`src/iub_pkg.sv`:
```
package iub_pkg;

    localparam int ADDR_W     = 24;
    localparam int CH_W       = 8;
    localparam int IMG_W      = 13;
    localparam int POS_W      = 12;
    localparam int BPP_W      = 6;
    localparam int BYTES_W    = 3;
    localparam int CFG_IDX_W  = 3;
    localparam int CFG_DATA_W = 13;

    localparam int DEF_MAX_SCALE = 8;
    localparam int DEF_DIM_BITS  = 12;

    // bytes per write saturate here
    localparam logic [BYTES_W-1:0] BYTES_MAX = BYTES_W'(4);

    // register reset values
    localparam logic [IMG_W-1:0] IMAGE_DIM_RST = IMG_W'(1);
    localparam logic [IMG_W-1:0] FB_WIDTH_RST  = IMG_W'(1);
    localparam logic [BPP_W-1:0] BPP_RST       = BPP_W'(32);

    // register map
    localparam logic [CFG_IDX_W-1:0] REG_IMAGE_WIDTH  = 3'd0;
    localparam logic [CFG_IDX_W-1:0] REG_IMAGE_HEIGHT = 3'd1;
    localparam logic [CFG_IDX_W-1:0] REG_BOX_X        = 3'd2;
    localparam logic [CFG_IDX_W-1:0] REG_BOX_Y        = 3'd3;
    localparam logic [CFG_IDX_W-1:0] REG_BOX_WIDTH    = 3'd4;
    localparam logic [CFG_IDX_W-1:0] REG_BOX_HEIGHT   = 3'd5;
    localparam logic [CFG_IDX_W-1:0] REG_FB_WIDTH     = 3'd6;
    localparam logic [CFG_IDX_W-1:0] REG_FB_BPP       = 3'd7;

    typedef struct packed {
        logic load_pixel;
        logic scale_start;
        logic calc1;
        logic calc2;
        logic calc3;
        logic emit;
    } iub_cmd_t;

    typedef struct packed {
        logic image_start;
        logic scale_busy;
        logic scale_zero;
        logic block_last;
        logic out_free;
    } iub_status_t;

endpackage

```
`src/iub_ifs.sv`:
```
interface pixel_if;
    import iub_pkg::*;

    logic            valid;
    logic            ready;
    logic [CH_W-1:0] src_red;
    logic [CH_W-1:0] src_green;
    logic [CH_W-1:0] src_blue;
    logic [CH_W-1:0] src_alpha;

    modport source (output valid, output src_red, output src_green, output src_blue,
                    output src_alpha, input ready);
    modport sink   (input valid, input src_red, input src_green, input src_blue,
                    input src_alpha, output ready);
endinterface

interface write_if;
    import iub_pkg::*;

    logic               valid;
    logic               ready;
    logic [ADDR_W-1:0]  pixel_address;
    logic [CH_W-1:0]    out_red;
    logic [CH_W-1:0]    out_green;
    logic [CH_W-1:0]    out_blue;
    logic [CH_W-1:0]    out_alpha;
    logic [BYTES_W-1:0] byte_count;
    logic               last_write;

    modport source (output valid, output pixel_address, output out_red, output out_green,
                    output out_blue, output out_alpha, output byte_count,
                    output last_write, input ready);
    modport sink   (input valid, input pixel_address, input out_red, input out_green,
                    input out_blue, input out_alpha, input byte_count,
                    input last_write, output ready);
endinterface

```
`src/integer_upscale_blit_top.sv`:
```
// Nearest-neighbor integer upscaler. Source RGBA pixels come in raster order on
// pixel_in; each one becomes an s-by-s block of framebuffer writes on write_out,
// row by row, left to right, with last_write set on the block's final beat.
// s = min(box_width / image_width, box_height / image_height), capped at
// MAX_SCALE, latched when a pixel arrives with both raster counters at zero
// (start of image); a zero image dimension gives s = 0, and s = 0 emits no
// beats while the counters still advance. Addresses are
// box_y*fb_width + box_x + (row*s + i)*fb_width + col*s + j, modulo 2^24.
// The user must write configuration through cfg_write/cfg_index/cfg_data only
// while the block is idle; the block does not enforce this. It takes one pixel
// at a time: a three-step address setup, then one write beat per cycle while
// the output register is free; s = 0 returns to idle after the first step. A
// pixel that starts an image adds the scale search, which steps one multiple of
// the image size per cycle. The last beat of a block may sit in the output
// register while the next pixel is accepted; a stalled sink holds the block.
module integer_upscale_blit_top
    import iub_pkg::*;
#(
    parameter int MAX_SCALE = DEF_MAX_SCALE,
    parameter int DIM_BITS  = DEF_DIM_BITS
) (
    input  logic                  clk,
    input  logic                  rst_n,
    input  logic                  cfg_write,
    input  logic [CFG_IDX_W-1:0]  cfg_index,
    input  logic [CFG_DATA_W-1:0] cfg_data,
    pixel_if.sink                 pixel_in,
    write_if.source               write_out
);

    iub_cmd_t    cmd;
    iub_status_t status;

    // sequencing: accept, scale search, address setup, write beats
    iub_ctrl u_ctrl (
        .clk      (clk),
        .rst_n    (rst_n),
        .in_valid (pixel_in.valid),
        .in_ready (pixel_in.ready),
        .status   (status),
        .cmd      (cmd)
    );

    // registers, counters, address arithmetic and output register
    iub_datapath #(
        .MAX_SCALE (MAX_SCALE),
        .DIM_BITS  (DIM_BITS)
    ) u_datapath (
        .clk       (clk),
        .rst_n     (rst_n),
        .cfg_write (cfg_write),
        .cfg_index (cfg_index),
        .cfg_data  (cfg_data),
        .src_red   (pixel_in.src_red),
        .src_green (pixel_in.src_green),
        .src_blue  (pixel_in.src_blue),
        .src_alpha (pixel_in.src_alpha),
        .cmd       (cmd),
        .status    (status),
        .write_out (write_out)
    );

endmodule

```
`src/iub_scale.sv`:
```
module iub_scale
    import iub_pkg::*;
#(
    parameter int MAX_SCALE = DEF_MAX_SCALE,
    localparam int SW = $clog2(MAX_SCALE + 1)
) (
    input  logic             clk,
    input  logic             rst_n,
    input  logic             start,
    input  logic [IMG_W-1:0] image_width,
    input  logic [IMG_W-1:0] image_height,
    input  logic [IMG_W-1:0] box_width,
    input  logic [IMG_W-1:0] box_height,
    output logic             busy,
    output logic [SW-1:0]    scale
);

    // acc holds (k+1) * dim, at most (MAX_SCALE+1) * dim
    localparam int AW = IMG_W + SW;

    logic [SW-1:0] k_reg;
    logic [AW-1:0] acc_w_reg;
    logic [AW-1:0] acc_h_reg;
    logic          busy_reg;
    logic [SW-1:0] scale_reg;
    logic          fits;

    // one more multiple of the image still fits in the box and MAX_SCALE is not reached
    always_comb
    begin
        fits = (k_reg < SW'(MAX_SCALE)) &&
               (acc_w_reg <= AW'(box_width)) &&
               (acc_h_reg <= AW'(box_height));
    end

    always_ff @(posedge clk or negedge rst_n)
    begin
        if (!rst_n)
        begin
            k_reg     <= '0;
            acc_w_reg <= '0;
            acc_h_reg <= '0;
            busy_reg  <= 1'b0;
            scale_reg <= '0;
        end
        else if (start)
        begin
            if (image_width == '0 || image_height == '0)
            begin
                scale_reg <= '0;
                busy_reg  <= 1'b0;
            end
            else
            begin
                k_reg     <= '0;
                acc_w_reg <= AW'(image_width);
                acc_h_reg <= AW'(image_height);
                busy_reg  <= 1'b1;
            end
        end
        else if (busy_reg)
        begin
            if (fits)
            begin
                k_reg     <= k_reg + SW'(1);
                acc_w_reg <= acc_w_reg + AW'(image_width);
                acc_h_reg <= acc_h_reg + AW'(image_height);
            end
            else
            begin
                scale_reg <= k_reg;
                busy_reg  <= 1'b0;
            end
        end
    end

    assign busy  = busy_reg;
    assign scale = scale_reg;

endmodule

```
`src/iub_datapath.sv`:
```
module iub_datapath
    import iub_pkg::*;
#(
    parameter int MAX_SCALE = DEF_MAX_SCALE,
    parameter int DIM_BITS  = DEF_DIM_BITS
) (
    input  logic                  clk,
    input  logic                  rst_n,
    input  logic                  cfg_write,
    input  logic [CFG_IDX_W-1:0]  cfg_index,
    input  logic [CFG_DATA_W-1:0] cfg_data,
    input  logic [CH_W-1:0]       src_red,
    input  logic [CH_W-1:0]       src_green,
    input  logic [CH_W-1:0]       src_blue,
    input  logic [CH_W-1:0]       src_alpha,
    input  iub_cmd_t              cmd,
    output iub_status_t           status,
    write_if.source               write_out
);

    localparam int SW  = $clog2(MAX_SCALE + 1);
    localparam int RSW = DIM_BITS + SW;
    localparam int CW  = ((DIM_BITS > IMG_W) ? DIM_BITS : IMG_W) + 1;

    // configuration registers
    logic [IMG_W-1:0] image_width_reg;
    logic [IMG_W-1:0] image_height_reg;
    logic [POS_W-1:0] box_x_reg;
    logic [POS_W-1:0] box_y_reg;
    logic [IMG_W-1:0] box_width_reg;
    logic [IMG_W-1:0] box_height_reg;
    logic [IMG_W-1:0] fb_width_reg;
    logic [BPP_W-1:0] fb_bpp_reg;

    logic [CH_W-1:0] red_reg, green_reg, blue_reg, alpha_reg;

    logic [DIM_BITS-1:0] col_reg, col_next;
    logic [DIM_BITS-1:0] row_reg, row_next;

    logic [ADDR_W-1:0] base_prod_reg;
    logic [RSW-1:0]    rs_reg;
    logic [RSW-1:0]    cs_reg;
    logic [ADDR_W-1:0] rowoff_reg;
    logic [ADDR_W-1:0] base_reg;
    logic [ADDR_W-1:0] addr_reg;
    logic [ADDR_W-1:0] line_reg;
    logic [SW-1:0]     i_reg;
    logic [SW-1:0]     j_reg;

    logic               out_valid_reg;
    logic [ADDR_W-1:0]  out_addr_reg;
    logic [CH_W-1:0]    out_red_reg, out_green_reg, out_blue_reg, out_alpha_reg;
    logic [BYTES_W-1:0] out_bytes_reg;
    logic               out_last_reg;

    logic [SW-1:0]      scale;
    logic               scale_busy;
    logic [SW-1:0]      scale_m1;
    logic               row_end;
    logic               block_end;
    logic [BYTES_W-1:0] bytes;
    logic [CW-1:0]      col_inc;
    logic [CW-1:0]      row_inc;
    logic [ADDR_W-1:0]  line_step;

    iub_scale #(
        .MAX_SCALE (MAX_SCALE)
    ) u_scale (
        .clk          (clk),
        .rst_n        (rst_n),
        .start        (cmd.scale_start),
        .image_width  (image_width_reg),
        .image_height (image_height_reg),
        .box_width    (box_width_reg),
        .box_height   (box_height_reg),
        .busy         (scale_busy),
        .scale        (scale)
    );

    always_ff @(posedge clk or negedge rst_n)
    begin
        if (!rst_n)
        begin
            image_width_reg  <= IMAGE_DIM_RST;
            image_height_reg <= IMAGE_DIM_RST;
            box_x_reg        <= '0;
            box_y_reg        <= '0;
            box_width_reg    <= '0;
            box_height_reg   <= '0;
            fb_width_reg     <= FB_WIDTH_RST;
            fb_bpp_reg       <= BPP_RST;
        end
        else if (cfg_write)
        begin
            unique case (cfg_index)
                REG_IMAGE_WIDTH:  image_width_reg  <= cfg_data;
                REG_IMAGE_HEIGHT: image_height_reg <= cfg_data;
                REG_BOX_X:        box_x_reg        <= cfg_data[POS_W-1:0];
                REG_BOX_Y:        box_y_reg        <= cfg_data[POS_W-1:0];
                REG_BOX_WIDTH:    box_width_reg    <= cfg_data;
                REG_BOX_HEIGHT:   box_height_reg   <= cfg_data;
                REG_FB_WIDTH:     fb_width_reg     <= cfg_data;
                REG_FB_BPP:       fb_bpp_reg       <= cfg_data[BPP_W-1:0];
                default: ;
            endcase
        end
    end

    // raster counters: wrap on image size or on counter overflow
    always_comb
    begin
        col_inc  = CW'(col_reg) + CW'(1);
        row_inc  = CW'(row_reg) + CW'(1);
        col_next = col_inc[DIM_BITS-1:0];
        row_next = row_reg;
        if (col_inc >= CW'(image_width_reg) || col_inc[DIM_BITS-1:0] == '0)
        begin
            col_next = '0;
            if (row_inc >= CW'(image_height_reg) || row_inc[DIM_BITS-1:0] == '0)
                row_next = '0;
            else
                row_next = row_inc[DIM_BITS-1:0];
        end
    end

    always_ff @(posedge clk or negedge rst_n)
    begin
        if (!rst_n)
        begin
            col_reg <= '0;
            row_reg <= '0;
        end
        else if (cmd.calc1)
        begin
            col_reg <= col_next;
            row_reg <= row_next;
        end
    end

    always_comb
    begin
        scale_m1  = scale - SW'(1);
        row_end   = (j_reg == scale_m1);
        block_end = row_end && (i_reg == scale_m1);
        bytes     = (fb_bpp_reg[5:3] > BYTES_MAX) ? BYTES_MAX : fb_bpp_reg[5:3];
        line_step = line_reg + ADDR_W'(fb_width_reg);
    end

    // pixel latch, address setup (multiplies in the first two steps) and output register
    always_ff @(posedge clk)
    begin
        if (cmd.load_pixel)
        begin
            red_reg   <= src_red;
            green_reg <= src_green;
            blue_reg  <= src_blue;
            alpha_reg <= src_alpha;
        end
        if (cmd.calc1)
        begin
            base_prod_reg <= ADDR_W'(box_y_reg) * ADDR_W'(fb_width_reg);
            rs_reg        <= RSW'(row_reg) * RSW'(scale);
            cs_reg        <= RSW'(col_reg) * RSW'(scale);
        end
        if (cmd.calc2)
        begin
            rowoff_reg <= ADDR_W'(rs_reg) * ADDR_W'(fb_width_reg);
            base_reg   <= base_prod_reg + ADDR_W'(box_x_reg);
        end
        if (cmd.calc3)
        begin
            addr_reg <= base_reg + rowoff_reg + ADDR_W'(cs_reg);
            line_reg <= base_reg + rowoff_reg + ADDR_W'(cs_reg);
        end
        else if (cmd.emit)
        begin
            if (row_end)
            begin
                line_reg <= line_step;
                addr_reg <= line_step;
            end
            else
                addr_reg <= addr_reg + ADDR_W'(1);
        end
        if (cmd.emit)
        begin
            out_addr_reg  <= addr_reg;
            out_red_reg   <= red_reg;
            out_green_reg <= green_reg;
            out_blue_reg  <= blue_reg;
            out_alpha_reg <= alpha_reg;
            out_bytes_reg <= bytes;
            out_last_reg  <= block_end;
        end
    end

    always_ff @(posedge clk or negedge rst_n)
    begin
        if (!rst_n)
        begin
            i_reg         <= '0;
            j_reg         <= '0;
            out_valid_reg <= 1'b0;
        end
        else
        begin
            if (cmd.calc3)
            begin
                i_reg <= '0;
                j_reg <= '0;
            end
            else if (cmd.emit)
            begin
                if (row_end)
                begin
                    j_reg <= '0;
                    i_reg <= i_reg + SW'(1);
                end
                else
                    j_reg <= j_reg + SW'(1);
            end

            if (cmd.emit)
                out_valid_reg <= 1'b1;
            else if (write_out.ready)
                out_valid_reg <= 1'b0;
        end
    end

    always_comb
    begin
        status.image_start = (col_reg == '0) && (row_reg == '0);
        status.scale_busy  = scale_busy;
        status.scale_zero  = (scale == '0);
        status.block_last  = block_end;
        status.out_free    = !out_valid_reg || write_out.ready;
    end

    assign write_out.valid         = out_valid_reg;
    assign write_out.pixel_address = out_addr_reg;
    assign write_out.out_red       = out_red_reg;
    assign write_out.out_green     = out_green_reg;
    assign write_out.out_blue      = out_blue_reg;
    assign write_out.out_alpha     = out_alpha_reg;
    assign write_out.byte_count    = out_bytes_reg;
    assign write_out.last_write    = out_last_reg;

endmodule

```
`src/iub_ctrl.sv`:
```
module iub_ctrl
    import iub_pkg::*;
(
    input  logic        clk,
    input  logic        rst_n,
    input  logic        in_valid,
    output logic        in_ready,
    input  iub_status_t status,
    output iub_cmd_t    cmd
);

    typedef enum logic [5:0] {
        ST_IDLE  = 6'b000001,
        ST_SCALE = 6'b000010,
        ST_CALC1 = 6'b000100,
        ST_CALC2 = 6'b001000,
        ST_CALC3 = 6'b010000,
        ST_EMIT  = 6'b100000
    } state_t;

    state_t state_reg, state_next;

    always_comb
    begin
        state_next = state_reg;
        cmd        = '0;
        in_ready   = 1'b0;
        unique case (state_reg)
            ST_IDLE:
            begin
                in_ready = 1'b1;
                if (in_valid)
                begin
                    cmd.load_pixel = 1'b1;
                    if (status.image_start)
                    begin
                        cmd.scale_start = 1'b1;
                        state_next      = ST_SCALE;
                    end
                    else
                        state_next = ST_CALC1;
                end
            end
            ST_SCALE:
            begin
                if (!status.scale_busy)
                    state_next = ST_CALC1;
            end
            ST_CALC1:
            begin
                cmd.calc1  = 1'b1;
                state_next = status.scale_zero ? ST_IDLE : ST_CALC2;
            end
            ST_CALC2:
            begin
                cmd.calc2  = 1'b1;
                state_next = ST_CALC3;
            end
            ST_CALC3:
            begin
                cmd.calc3  = 1'b1;
                state_next = ST_EMIT;
            end
            ST_EMIT:
            begin
                if (status.out_free)
                begin
                    cmd.emit = 1'b1;
                    if (status.block_last)
                        state_next = ST_IDLE;
                end
            end
            default: state_next = ST_IDLE;
        endcase
    end

    always_ff @(posedge clk or negedge rst_n)
    begin
        if (!rst_n)
            state_reg <= ST_IDLE;
        else
            state_reg <= state_next;
    end

endmodule
```
`src/flat_wrapper.sv`:
```
// flat-port wrapper written by rule: the top's interface ports become plain ports
module integer_upscale_blit_top_flat import iub_pkg::*;
#(
    parameter int MAX_SCALE = DEF_MAX_SCALE,
    parameter int DIM_BITS  = DEF_DIM_BITS
)
  (clk, rst_n, cfg_write, cfg_index, cfg_data, pixel_in_valid, pixel_in_src_red, pixel_in_src_green, pixel_in_src_blue, pixel_in_src_alpha, pixel_in_ready, write_out_valid, write_out_pixel_address, write_out_out_red, write_out_out_green, write_out_out_blue, write_out_out_alpha, write_out_byte_count, write_out_last_write, write_out_ready);
  pixel_if pixel_in_i ();
  write_if write_out_i ();
  input  logic clk;
  input  logic rst_n;
  input  logic cfg_write;
  input  logic [CFG_IDX_W-1:0] cfg_index;
  input  logic [CFG_DATA_W-1:0] cfg_data;
  input wire logic [$bits(pixel_in_i.valid)-1:0] pixel_in_valid;
  input wire logic [$bits(pixel_in_i.src_red)-1:0] pixel_in_src_red;
  input wire logic [$bits(pixel_in_i.src_green)-1:0] pixel_in_src_green;
  input wire logic [$bits(pixel_in_i.src_blue)-1:0] pixel_in_src_blue;
  input wire logic [$bits(pixel_in_i.src_alpha)-1:0] pixel_in_src_alpha;
  output wire logic [$bits(pixel_in_i.ready)-1:0] pixel_in_ready;
  output wire logic [$bits(write_out_i.valid)-1:0] write_out_valid;
  output wire logic [$bits(write_out_i.pixel_address)-1:0] write_out_pixel_address;
  output wire logic [$bits(write_out_i.out_red)-1:0] write_out_out_red;
  output wire logic [$bits(write_out_i.out_green)-1:0] write_out_out_green;
  output wire logic [$bits(write_out_i.out_blue)-1:0] write_out_out_blue;
  output wire logic [$bits(write_out_i.out_alpha)-1:0] write_out_out_alpha;
  output wire logic [$bits(write_out_i.byte_count)-1:0] write_out_byte_count;
  output wire logic [$bits(write_out_i.last_write)-1:0] write_out_last_write;
  input wire logic [$bits(write_out_i.ready)-1:0] write_out_ready;
  assign pixel_in_i.valid = pixel_in_valid;
  assign pixel_in_i.src_red = pixel_in_src_red;
  assign pixel_in_i.src_green = pixel_in_src_green;
  assign pixel_in_i.src_blue = pixel_in_src_blue;
  assign pixel_in_i.src_alpha = pixel_in_src_alpha;
  assign pixel_in_ready = pixel_in_i.ready;
  assign write_out_valid = write_out_i.valid;
  assign write_out_pixel_address = write_out_i.pixel_address;
  assign write_out_out_red = write_out_i.out_red;
  assign write_out_out_green = write_out_i.out_green;
  assign write_out_out_blue = write_out_i.out_blue;
  assign write_out_out_alpha = write_out_i.out_alpha;
  assign write_out_byte_count = write_out_i.byte_count;
  assign write_out_last_write = write_out_i.last_write;
  assign write_out_i.ready = write_out_ready;
  integer_upscale_blit_top #(.MAX_SCALE(MAX_SCALE), .DIM_BITS(DIM_BITS)) u_core (.clk(clk), .rst_n(rst_n), .cfg_write(cfg_write), .cfg_index(cfg_index), .cfg_data(cfg_data), .pixel_in(pixel_in_i), .write_out(write_out_i));
endmodule
```
`config.mk`:
```
export PLATFORM = sky130hd
export DESIGN_NAME = integer_upscale_blit_top_flat
export DESIGN_NICKNAME = d
export VERILOG_FILES = /design/src/iub_pkg.sv /design/src/iub_ifs.sv /design/src/integer_upscale_blit_top.sv /design/src/iub_scale.sv /design/src/iub_datapath.sv /design/src/iub_ctrl.sv /design/src/flat_wrapper.sv
export SDC_FILE = /design/constraint.sdc
export NUM_CORES = 2
export LEC_CHECK = 0
export BUFFER_PORTS_ARGS = -buffer_cell sky130_fd_sc_hd__buf_2
export CELL_PAD_IN_SITES_DETAIL_PLACEMENT = 0
export CELL_PAD_IN_SITES_GLOBAL_PLACEMENT = 2
export CORE_UTILIZATION = 46
export CTS_BUF_LIST = sky130_fd_sc_hd__clkbuf_8
export CTS_CLUSTER_DIAMETER = 200
export DETAILED_ROUTE_END_ITERATION = 10
export HOLD_SLACK_MARGIN = 0.02
export PLACE_DENSITY_LB_ADDON = 0.1
export SETUP_SLACK_MARGIN = 0.1
export SYNTH_ARGS = -nofsm -noshare
export SYNTH_HDL_FRONTEND = slang
export SYNTH_SLANG_ARGS = --single-unit
```
`constraint.sdc`:
```
create_clock -name clk -period 11 [get_ports clk]
set_input_delay 2.2 -clock clk [delete_from_list [all_inputs] [get_ports clk]]
set_output_delay 2.2 -clock clk [all_outputs]
set_load 0.005 [all_outputs]
```
==> flow_summary_export.csv <==
group,metric,value,unit
status,outcome,"complete, no violations",
placed_design,gp_congestion,0.873,
run,maxCapViolCount,0,
global_routing,antenna_found_initial,4,
sta,fmax,0.157,GHz
logic_synthesis,ys_types,78,
logic_synthesis,synth_seq_cells,418,
sta,final-hold-violation-count,0,
setup_path,cp.arrival,6790,ps
sta,worst_pin_slew,1220,ps
floorplan,die_w,279,um
sta,skew,51.1,ps
clock_tree,ctsHoldBuffers,0,
setup_path,cp.required,11410,ps
min_path,worstHoldPathType,"register to register",
detailed_routing,final_antenna_net_count,0,
setup_path,cp_slowest_cell,"dfrtp_1",
clock_tree,clk_latency,690,ps
floorplan,core-area,0.0759,sq mm
setup_path,cp-end-kind,"register",
placed_design,dp_hpwl,71.2,mm
detailed_routing,first_pass_iters,6,
global_routing,grt_pass1_wl,148,mm
floorplan,die-area,0.0779,sq mm
sta,fin_crit,6380,ps
clock_tree,clockBufferDepth,3,
detailed_routing,drt-initial-drc-count,1345,
logic_synthesis,syn_area_per_cell,9.86,sq um
setup_path,max_stage_delay,1140,ps
detailed_routing,routed_wl,92.7,mm
logic_synthesis,synth_edf_count,244,
logic_synthesis,ys_seq_area_share,33.1,%
clock_tree,cts_tree,"yes",
detailed_routing,via_count,25283,
setup_path,crit_path_cell_trace,"nand2_1, fa_1, fa_1, fa_1, inv_1, fa_1, inv_1, fa_1, inv_1, ha_1, a21oi_1, nor2_1, a211oi_1, a311oi_1, a2111oi_0, o21bai_1, a21oi_1, xnor2_1",
clock_tree,h-tree-depth,3,
finish,multiInputGateArea,0.0213,sq mm
finish,fillers,7041,
setup_path,path_buf_inv,3,
sta,rsz0062_at_grt,"false",
floorplan,dieHeight,279,um
logic_synthesis,syn_nets,4247,
floorplan,ios,115,
finish,seq_area,0.0117,sq mm
setup_path,cpLargestDelayFamily,"adder cells",
finish,layout_common_cells,"522 x inv_1, 489 x nand2_1, 316 x fa_1",
logic_synthesis,yosysTopAreaCellShare,20.7,%
global_routing,grt_max_degree,100,
sta,tns,0,ps
logic_synthesis,synth_area_leaders,"edfxtp_1 21%, fa_1 18%, dfrtp_1 12%",
sta,finalSetupViolations,0,
setup_path,worst-path-max-fanout,30,
setup_path,cp-start-kind,"register",
logic_synthesis,synthArstFlopShare,41.6,%
logic_synthesis,syn_inst,3583,
global_routing,overflow,0,
global_routing,grt_usage,24.5,%
global_routing,grt_pass1_vias,26215,
floorplan,row_count,101,
finish,finalNetCount,4326,
clock_tree,cts-root-buf,"clkbuf_8",
clock_tree,cts_buffers,78,
floorplan,initial_core_util,46.5,%
detailed_routing,viasPerCell,5.31,
clock_tree,cts-resized-gates,0,
setup_path,crit_top_cell,"fa_1",
clock_tree,clk_pin_slew,60,ps
logic_synthesis,synth-main-ff-cell,"edfxtp_1",
clock_tree,postCtsSetupBuffers,0,
placed_design,numPortBuffers,114,
sta,slew_viol_final,0,
finish,layout_commonest_cell,"inv_1",
detailed_routing,wl_per_cell,19.5,um
logic_synthesis,yosys_warnings,0,
logic_synthesis,synth_top_cell_by_area,"edfxtp_1",
finish,drive_gt1_share,9.10,%
clock_tree,cts_num_sinks,418,
setup_path,critPathKind,"register to register",
sta,slew_headroom,18.7,%
logic_synthesis,synthesis.area,0.0353,sq mm
sta,finalCritPeriodShare,58.0,%
finish,syn_to_final_growth,8.90,%
detailed_routing,drc,0,
-- synth_stat cells (7+ instances only) --
cell type    n
a211oi_1    22
dfrtp_1    169
a2111oi_0    8
buf_2       16
nor3_1      43
nand2b_1    17
nand3_1     59
mux2i_1     12
or3_1       14
nor3b_1      7
nor2_1     178
a22o_1       7
nor2b_1     31
fa_1       316
edfxtp_1   244
a21oi_1    134
nand2_1    489
xnor2_1    137
ha_1       295
and3_1      26
nand4_1     26
nor4_1      18
o211ai_1    21
xor2_1      63
a21o_1      47
o21bai_1    12
clkbuf_1   120
mux2_2      58
o21a_1      31
and4_1       9
and2_1     186
o21ai_0    136
a211o_1     12
a31oi_1     22
inv_1      493
o31ai_1      8
-- metrics by stage --
step / setup slack [ps] / cell area [sq um] / hold WS (ps) / instances / util, %
6_report: 4620 / 38500 / 409 / 4757 / 50.6
5_1_grt: 4230 / 38500 / 413 / 4756 / 50.6
4_1_cts: 4570 / 38500 / 408 / 4756 / 50.6
3_5_place_dp: 4650 / 36900 / 405 / 4612 / 48.5
3_3_place_gp: 4720 / 36900 / 400 / 4612 / 48.5
2_1_floorplan: 5420 / 35300 / 400 / 3583 / -
-- worst paths after layout --
check | start | endpoint | slack [ps] | cells after the start
worst max-delay path | u_core.u_datapath.fb_width_reg[6] | u_core.u_datapath.base_prod_reg[23] | 4620 | 18
worst min-delay path | u_core.u_datapath.alpha_reg[0] | u_core.u_datapath.write_out.out_alpha[0] | 410 | 0
worst max register to register | u_core.u_datapath.fb_width_reg[6] | u_core.u_datapath.base_prod_reg[23] | 4620 | 18
worst min register to register | u_core.u_datapath.alpha_reg[0] | u_core.u_datapath.write_out.out_alpha[0] | 410 | 0
max in group asynchronous | rst_n | u_core.u_datapath.col_reg[9] | 7700 | 2
min in group asynchronous | rst_n | u_core.u_datapath.box_height_reg[8] | 1620 | 1
-- logic make-up after synthesis --
group	share of synthesized area (%)
AO/OA/AOI/OAI	9.23
XOR/XNOR	4.96
adder cells (fa/ha/maj)	28.4
buffers and inverters	6.82
flip-flops	33.1
multiplexers	2.22
AND/OR/NAND/NOR	15.3
-- cell type report --
type                    instances  area share, %
well taps                    1030           3.35
clock inverters                54          0.944
repair buffers                139           1.99
multi-input cells            2531           55.3
flip-flops and latches        418           30.4
clock buffers                  90           3.22
diodes                          1        0.00651
inverters                     494           4.82
-- routing by layer --
metal | GRT usage (%) | wire length [um] | vias up
li1 | - | - | 12030
met4 | 6.72 | 2460 | 0
met5 | 0 | 0 | -
met3 | 3.02 | 3720 | 129
met2 | 40.2 | 43500 | 488
met1 | 34.1 | 43100 | 12636
Power is not shown: default switching activity piles up to over one toggle a cycle in this logic, so the estimate is an artifact.
